<file path="src/design/rdq_pkg.sv">
// Package for the restricted deque: item kind and status codes.
// No dependencies; imported by the deque top level.
`default_nettype none

package rdq_pkg;

  localparam logic [1:0] KIND_INSERT = 2'd0;
  localparam logic [1:0] KIND_REMOVE = 2'd1;
  localparam logic [1:0] KIND_CLEAR  = 2'd2;

  localparam logic [1:0] STATUS_DONE  = 2'd0;
  localparam logic [1:0] STATUS_EMPTY = 2'd1;
  localparam logic [1:0] STATUS_FULL  = 2'd2;

endpackage

`default_nettype wire

</file>
<file path="src/design/rdq_ram.sv">
// Generic single-port-write, single-port-read RAM with registered read data.
// No dependencies.
`default_nettype none

module rdq_ram #(
  parameter int Width = 32,
  parameter int Depth = 64
) (
  input  wire logic                     clk_i,
  input  wire logic                     we_i,
  input  wire logic [$clog2(Depth)-1:0] waddr_i,
  input  wire logic [Width-1:0]         wdata_i,
  input  wire logic                     re_i,
  input  wire logic [$clog2(Depth)-1:0] raddr_i,
  output logic      [Width-1:0]         rdata_o
);

  logic [Width-1:0] mem_q [Depth];

  always_ff @(posedge clk_i) begin
    if (we_i) begin
      mem_q[waddr_i] <= wdata_i;
    end
  end

  always_ff @(posedge clk_i) begin
    if (re_i) begin
      rdata_o <= mem_q[raddr_i];
    end
  end

endmodule

`default_nettype wire

</file>
<file path="src/design/restricted_deque.sv">
// Restricted deque top level: ring of signed words in one slot RAM.
// The result strobe is registered and rises in the cycle after the item is accepted;
// the removed value comes from the slot RAM's registered read port. Throughput: one
// item per cycle, since an item makes at most one slot access and busy stays low.
// Reset: head and count clear, mode becomes input-restricted; slot contents
// stay undefined, with no clearing pass. The receiver cannot stall results.
// Depends on rdq_pkg and rdq_ram.
`default_nettype none

module restricted_deque #(
  parameter int CAPACITY = 64
) (
  input  wire logic                          clk_i,
  input  wire logic                          rst_ni,
  input  wire logic                          start,
  output logic                               busy,
  input  wire logic                          cfg_we_i,
  input  wire logic                          cfg_wdata_i,
  input  wire logic [1:0]                    kind_i,
  input  wire logic                          other_end_i,
  input  wire logic signed [31:0]            value_i,
  output logic                               strobe_o,
  output logic [1:0]                         status_o,
  output logic signed [31:0]                 removed_value_o,
  output logic [$clog2(CAPACITY+1)-1:0]      occupancy_o
);

  import rdq_pkg::*;

  localparam int IW = $clog2(CAPACITY);
  localparam int CW = $clog2(CAPACITY + 1);
  localparam logic [CW-1:0] CapCnt  = CW'(CAPACITY);
  localparam logic [CW:0]   CapWide = (CW + 1)'(CAPACITY);
  localparam logic [IW-1:0] LastIdx = IW'(CAPACITY - 1);

  logic [IW-1:0] head_q, head_d;
  logic [CW-1:0] count_q, count_d;
  logic          mode_q;
  logic          strobe_q;
  logic [1:0]    status_q, status_d;
  logic          take_q, take_d;

  logic          accept;
  logic          ram_we, ram_re;
  logic [IW-1:0] ram_waddr, ram_raddr;
  logic [31:0]   ram_rdata;

  // The head is below CAPACITY and the offset at most CAPACITY, so one
  // conditional subtract wraps the sum.
  function automatic logic [IW-1:0] ring_pos(input logic [IW-1:0] head,
                                             input logic [CW-1:0] offset);
    logic [CW:0] sum;
    sum = (CW + 1)'(head) + (CW + 1)'(offset);
    if (sum >= CapWide) begin
      sum = sum - CapWide;
    end
    return sum[IW-1:0];
  endfunction

  // Every item completes in the cycle after it is taken, so no wait is needed.
  assign busy   = 1'b0;
  assign accept = start && !busy;

  always_comb begin
    head_d    = head_q;
    count_d   = count_q;
    status_d  = STATUS_DONE;
    take_d    = 1'b0;
    ram_we    = 1'b0;
    ram_re    = 1'b0;
    ram_waddr = ring_pos(head_q, count_q);
    ram_raddr = head_q;
    if (accept) begin
      unique case (kind_i)
        KIND_INSERT: begin
          if (count_q == CapCnt) begin
            status_d = STATUS_FULL;
          end else if (!mode_q && other_end_i) begin
            head_d    = (head_q == '0) ? LastIdx : head_q - IW'(1);
            ram_waddr = head_d;
            ram_we    = 1'b1;
            count_d   = count_q + CW'(1);
          end else begin
            ram_we  = 1'b1;
            count_d = count_q + CW'(1);
          end
        end
        KIND_REMOVE: begin
          if (count_q == '0) begin
            status_d = STATUS_EMPTY;
          end else if (count_q > CW'(1) && mode_q && other_end_i) begin
            ram_raddr = ring_pos(head_q, count_q - CW'(1));
            ram_re    = 1'b1;
            take_d    = 1'b1;
            count_d   = count_q - CW'(1);
          end else begin
            // Front removal; an emptied ring goes back to position zero.
            ram_re  = 1'b1;
            take_d  = 1'b1;
            count_d = count_q - CW'(1);
            head_d  = (count_q == CW'(1)) ? '0 : ring_pos(head_q, CW'(1));
          end
        end
        KIND_CLEAR: begin
          head_d  = '0;
          count_d = '0;
        end
        default: begin
        end
      endcase
    end
  end

  rdq_ram #(
    .Width (32),
    .Depth (CAPACITY)
  ) u_slots (
    .clk_i   (clk_i),
    .we_i    (ram_we),
    .waddr_i (ram_waddr),
    .wdata_i (value_i),
    .re_i    (ram_re),
    .raddr_i (ram_raddr),
    .rdata_o (ram_rdata)
  );

  always_ff @(posedge clk_i or negedge rst_ni) begin
    if (!rst_ni) begin
      head_q   <= '0;
      count_q  <= '0;
      mode_q   <= 1'b1;
      strobe_q <= 1'b0;
    end else begin
      head_q   <= head_d;
      count_q  <= count_d;
      strobe_q <= accept;
      if (cfg_we_i) begin
        mode_q <= cfg_wdata_i;
      end
    end
  end

  always_ff @(posedge clk_i) begin
    if (accept) begin
      status_q <= status_d;
      take_q   <= take_d;
    end
  end

  assign strobe_o        = strobe_q;
  assign status_o        = status_q;
  assign removed_value_o = take_q ? signed'(ram_rdata) : '0;
  assign occupancy_o     = count_q;

`ifndef SYNTHESIS
  a_result_follows_item: assert property (@(posedge clk_i) disable iff (!rst_ni)
    accept |=> strobe_o)
    else $error("accepted item produced no result");

  a_no_spurious_result: assert property (@(posedge clk_i) disable iff (!rst_ni)
    !accept |=> !strobe_o)
    else $error("result without an accepted item");

  a_count_bounded: assert property (@(posedge clk_i) disable iff (!rst_ni)
    count_q <= CapCnt)
    else $error("element count above capacity");

  a_empty_head_zero: assert property (@(posedge clk_i) disable iff (!rst_ni)
    (count_q == '0) |-> (head_q == '0))
    else $error("empty ring with nonzero head");

  a_full_status: assert property (@(posedge clk_i) disable iff (!rst_ni)
    (strobe_o && status_o == STATUS_FULL) |-> (occupancy_o == CapCnt))
    else $error("full status reported below capacity");
`endif

endmodule

`default_nettype wire

</file>
<file path="config.mk">
export PLATFORM = sky130hd
export DESIGN_NAME = restricted_deque
export DESIGN_NICKNAME = d
export VERILOG_FILES = /design/src/design/rdq_pkg.sv /design/src/design/rdq_ram.sv /design/src/design/restricted_deque.sv
export SDC_FILE = /design/constraint.sdc
export NUM_CORES = 2
export LEC_CHECK = 0
export BUFFER_PORTS_ARGS = -buffer_cell sky130_fd_sc_hd__buf_2
export CORE_MARGIN = 2
export CORE_UTILIZATION = 46
export DETAILED_ROUTE_END_ITERATION = 16
export PLACE_DENSITY = 0.7
export SETUP_SLACK_MARGIN = 0.4
export SLEW_MARGIN = 15
export SYNTH_ARGS = -nofsm -noshare
export SYNTH_HDL_FRONTEND = slang
export SYNTH_SLANG_ARGS = --single-unit
</file>
<file path="constraint.sdc">
create_clock -name clk_i -period 4.1 [get_ports clk_i]
set_input_delay 0.82 -clock clk_i [delete_from_list [all_inputs] [get_ports clk_i]]
set_output_delay 0.82 -clock clk_i [all_outputs]
set_load 0.05 [all_outputs]
</file>
Word-level counts from Yosys, hierarchy flattened:

Memories as Yosys holds them, arrays and structs flattened. A register that Yosys moved wholly into a read port is not among the register bits.
Cells that the tools add are included.

* add/subtract/negate cells: 9
* order comparisons: 4
* equal/unequal tests: 8
* multiplexer cells: 33
* reductions and logical operators: 10

Operators with widths (count)
* $mux 6: 17
* $mux 32: 1
* $sub 6x1->6 const B: 4
* $pmux 7 s3: 1
* $pmux 6 s3: 1
* $add 6x7->8: 2
* $ge 8x7->1 const B: 2
* $mux 7: 2
* $mux 1: 9
* $ne 2x2->1 const B: 4
* $add 6x1->7 const B: 1
* $add 7x1->7 const B: 1
* $eq 7x1->1 const B: 1
* $eq 7x7->1 const B: 1
* $ge 7x7->1 const B: 1
* $gt 7x1->1 const B: 1
* $logic_not 7->1: 1
* $sub 7x1->7 const B: 1
* $logic_not 6->1: 1
* $reduce_and 6->1: 1
* $pmux 2 s2: 1
* $reduce_and 4->1: 1
* $logic_and 1x1->1: 3
* $reduce_bool 3->1: 1
* 5 further kinds: 5

* flip-flop bits (word level): 18
* RAM bits: 2048
* bits of input ports: 40
* output and inout bits: 43
* word-level logic and storage cells: 71
* memories: 1

Memories
* u_slots.mem_q: words 64, width 32, rd ports 1, clocked after memory_dff 1, wr ports 1, line rdq_ram.sv:18 `logic [Width-1:0] mem_q [Depth];`

Longest topological paths before layout:

* word-level depth: 8
* gate-level depth with buffers: 18
* gate-level depth less buffers: 14

Cells and area by module:

From an unflattened synthesis, not the netlist that was laid out.

* cells, all modules: 3583
* area total of the unflattened synthesis: 80963.9 µm²

Modules (own cells, without submodules)
* rdq_ram: instances 1, cells an instance 3324, area an instance 78835.6 µm², sequential area each 62459.9 µm²
* restricted_deque: instances 1, cells an instance 259, area an instance 2128.3 µm², sequential area each 466.7 µm²

Worst setup path before layout:

No wires, ideal clock.

* path kind: register to register
* start: register count_q[0] (netlist: occupancy_o[0])
* end: memory u_slots.mem_q[37][0], enable pin
* library setup time: 421 ps
* data arrival time: 3890 ps
* required time: 3679 ps
* path slack: -212 ps
* cell stages (with the launch flop): 11
* path buffers: 2
* clock period less this slack: 4312 ps
* cell sequence: dfrtp_1 inv_1 ha_1 nand3_1 nand3_1 nor2b_1 clkbuf_1 clkbuf_1 mux2i_1 nand2_1 nor2_1

* longest elaborated chain between the ends: 7
* elaborated cells on any way between the ends: 14
* classes of those cells: add/sub: 2; order compare: 1; eq/ne: 1; mux: 10

Ends and longest elaborated chain
* from (decl): line restricted_deque.sv:37 `logic [CW-1:0] count_q, count_d;`
* from (signal assigned): line restricted_deque.sv:135 `count_q <= count_d;`
* $add 6x7->8: line restricted_deque.sv:53 `sum = (CW + 1)'(head) + (CW + 1)'(offset);`
* $ge 8x7->1 / $sub 6x1->6 (equally long branches): line restricted_deque.sv:54, restricted_deque.sv:55
* $mux 6: line restricted_deque.sv:54 `if (sum >= CapWide) begin`
* $mux 6: line restricted_deque.sv:78 `end else if (!mode_q && other_end_i) begin`
* $mux 6: line restricted_deque.sv:76 `if (count_q == CapCnt) begin`
* $mux 6: line restricted_deque.sv:74 `unique case (kind_i)`
* $mux 6: line restricted_deque.sv:73 `if (accept) begin`
* to (decl): line rdq_ram.sv:18

Parallel ways exist; a longest one is shown, timed or not.

Final worst setup path:

* start: register count_q[0] (netlist: occupancy_o[0])
* end: register u_slots.rdata_o[19] (read register of u_slots.mem_q), data pin

* longest elaborated chain between the ends: 8
* elaborated cells on any way between the ends: 16
* classes of those cells: add/sub: 3; order compare: 2; mux: 8; reduce/logical: 3

Ends and longest elaborated chain
* $sub 7x1->7: line restricted_deque.sv:92 `ram_raddr = ring_pos(head_q, count_q - CW'(1));`
* $add 6x7->8: line restricted_deque.sv:53
* $ge 8x7->1 / $sub 6x1->6 (equally long branches): line restricted_deque.sv:54, restricted_deque.sv:55
* $mux 6: line restricted_deque.sv:54
* $mux 6: line restricted_deque.sv:91 `end else if (count_q > CW'(1) && mode_q && other_end_i) begin`
* $mux 6: line restricted_deque.sv:89 `if (count_q == '0) begin`
* $mux 6: line restricted_deque.sv:74
* $mux 6: line restricted_deque.sv:73
* to (decl): line rdq_ram.sv:15 `output logic [Width-1:0] rdata_o`

Parallel ways exist; a longest one is shown, timed or not.
A chain may end at the register's enable or synchronous reset.

==> flow_metrics.tcl <==
set metrics [dict create \
    area_growth_pct 21.6 \
    drc 0 \
    tightest_slew_ns 1.34 \
    status "finished, final reports clean" \
    yosys_warnings 0 \
    synth_ff_type "edfxtp_1" \
    crit_required_ns 4.69 \
    layout-drive-gt1-share 0.210 \
    drtAntennaViolNets 0 \
    synth_edf_count 2083 \
    numCtsBuffers 201 \
    hold_class "primary input to flop" \
    combPwrFrac 0.379 \
    dpl.hpwl_um 137000 \
    htree_levels 4 \
    p_per_area_nw_per_um2 697 \
    synth-seq-cells 2098 \
    rsz0062_at_grt "yes" \
    synthCells 5151 \
    synthMostInstantiatedCell "edfxtp_1" \
    core_area_um2 178000 \
    period_needed_ns 4.04 \
    fin_ws_ns 0.0612 \
    first_iter_violations 7567 \
    gp_congestion 0.912 \
    finalCritPeriodShare 0.985 \
    max-vdd-ir-drop_v 0.000502 \
    tns_ns 0 \
    routedWlPerCell_um 29.5 \
    end_kind "flop" \
    clkPwrFrac 0.266 \
    seq_area_frac_synth 0.766 \
    via_per_inst 6.27 \
    synth_top_area_cell "edfxtp_1" \
    portBuffers 81 \
    slew_headroom 0.109 \
    p_seq_frac 0.354 \
    max_cap_violations 0 \
    fin_cells 8226 \
    ioPinCount 83 \
    synth_async_sr_flop_share 0.00715 \
    num_vias 51600 \
    dpl_cell_area_um2 90000 \
    yosysUniqueCellTypes 89 \
    nNetsFinal 5757 \
    skew_ns 0.0653 \
    grt_remaining_overflow 0 \
    die_w_um 427 \
    wirelength_um 242000 \
    arrival_ns 4.63 \
    start_kind "flop" \
    synth_area_um2 82100 \
    avgSynthCellArea_um2 15.9 \
    worst-setup-path-type "flop to flop" \
    cts.path.max_buffers 3 \
    synth_top_area_share 0.761 \
    fin_area_um2 99900 \
    grt_max_degree 65 \
    syn-num-nets 5212 \
    cts_tree "built" \
    grt_pass1_vias 50300 \
    p_sw_mw 24.0 \
    dp.cells 7713 \
    hold_ws_ns 0.186 \
    synthTopCellsByCount "2083 x edfxtp_1, 505 x mux2i_1, 429 x nand2_1, 371 x o22ai_1, 267 x nor2_1" \
    cts_sinks 2098 \
    start_util 0.461 \
    totalPowerFinal_mw 69.6 \
    p_sw_frac 0.344 \
    fin_util 0.561 \
    place_ws_ns -0.203 \
    p_int_mw 45.6 \
    hold_viol_final 0 \
    antenna_found_initial 11 \
    cts_root_buf "clkbuf_16" \
    grt_pass1_wl_um 345000 \
    die_area_um2 182000 \
    fmax_mhz 248 \
    finalMaxSlewViolations 0 \
    rows 155 \
    die_y_um 427 \
    synthTopCellsByArea "edfxtp_1 76%, mux2i_1 6.2%, o22ai_1 2.8%" \
    leakagePower_nw 34.0 \
    grt_usage 0.260 \
    worstPathMaxFanout 7 \
    first_pass_iters 6 \
    setup_violations 0 \
    clk_latency_ns 0.87 \
    cts.reportedPaths.clkPinSlew_ns 0.06 \
]
-- state kept, by name, indices dropped and copies added (netlist names) --
| signal | cells |
|---|---|
| head_q | 6 |
| mode_q | 1 |
| occupancy_o | 7 |
| status_o | 2 |
| strobe_o | 1 |
| take_q | 1 |
| u_slots.mem_q | 2048 |
| u_slots.rdata_o | 32 |
-- area by class of cell --
cell class / count / area (µm²)
diodes: 2 / 5.00
clock inverters: 137 / 1430
repair buffers: 666 / 8060
well taps: 2355 / 2950
fillers: 13300 / 78100
inverters: 14 / 60.1
multi-input cells: 2715 / 19300
flip-flops and latches: 2098 / 62900
clock buffers: 239 / 5190
-- cells in the final DEF (no fill, tap or decap), types with 34 or more instances in the layout --
cell / n
edfxtp_1: 2083
mux2i_1: 473
nand2_1: 423
o22ai_1: 360
buf_4: 330
a21oi_1: 216
clkbuf_16: 212
nor2_1: 195
buf_12: 143
o21ai_0: 124
o21ai_1: 77
buf_2: 74
nor2_4: 71
o221ai_1: 63
nand3_1: 57
clkinv_1: 48
buf_6: 48
a211oi_1: 44
clkinv_2: 44
and2_1: 38
clkbuf_1: 37
and3_1: 36
buf_16: 36
a31oi_1: 34
-- per-layer routing --
layer  up-vias  track usage  wire (µm)
met5         -            0         16
met3       518       0.0594      26700
met2      3312        0.422     116000
met4         2        0.101      10100
met1     26200        0.341      89900
li1      21600            -          -
-- cell families (layout without fill, tap and decap cells) --
kind of cell               count (synthesis)  in the layout  synth area share
buffers and inverters                    340           1056            0.0188
other                                      1              3         0.0000456
muxes                                    518            518            0.0633
AOI/OAI and AO/OA                       1191           1191            0.0943
xor gates and xnor gates                  12             12           0.00128
and+or+nand+nor                          970            972            0.0529
DFF                                     2098           2098             0.766
adders and majority gates                 21             21           0.00338
-- power by group through the flow --
stage               clock network [mW]  logic, mW  registers, mW
finish                            18.5       26.4           24.7
global route                      19.4       27.6           24.7
CTS                               18.6       24.8           24.7
detailed placement                   0       21.9           25.1
global placement                     0       21.6           25.1
floorplan                            0       12.7           25.1
-- worst paths after layout --
check,startpoint,end,slack (ns),cells past startpoint
min in group asynchronous,rst_ni,strobe_o,0.41,2
setup / recovery,occupancy_o[0],u_slots.rdata_o[19],0.06,17
hold reg to reg,u_slots.mem_q[49][20],u_slots.rdata_o[20],0.60,2
hold / removal,cfg_wdata_i,mode_q,0.19,2
setup reg to reg,occupancy_o[0],u_slots.rdata_o[19],0.06,17
max in group asynchronous,rst_ni,occupancy_o[1],3.32,2
-- repair_timing --
item                                   in CTS  in global routing
resized for setup                         237                136
setup endpoints to repair                  32                178
endpoints found under the hold margin      14                  0
gates cloned                               28                 10
hold buffers                                1                  0
setup buffers                              65                 31
pin swaps                                  53                 64
-- worst max-delay path, stage by stage, from the launching register on --
cell and delay, ns:
dfrtp_2 0.39, inv_4 0.05, ha_4 0.27, inv_4 0.04, fa_2 0.55, nand2_2 0.05
a211oi_2 0.25, nand2_2 0.16, buf_12 0.17, nand2_8 0.08, buf_16 0.15, buf_4 0.16
mux2i_1 0.19, o22ai_1 0.10, o21ai_1 0.19, nand4_1 0.23, buf_6 0.21, or4_1 0.52
Power figures use the tool's default switching activity.
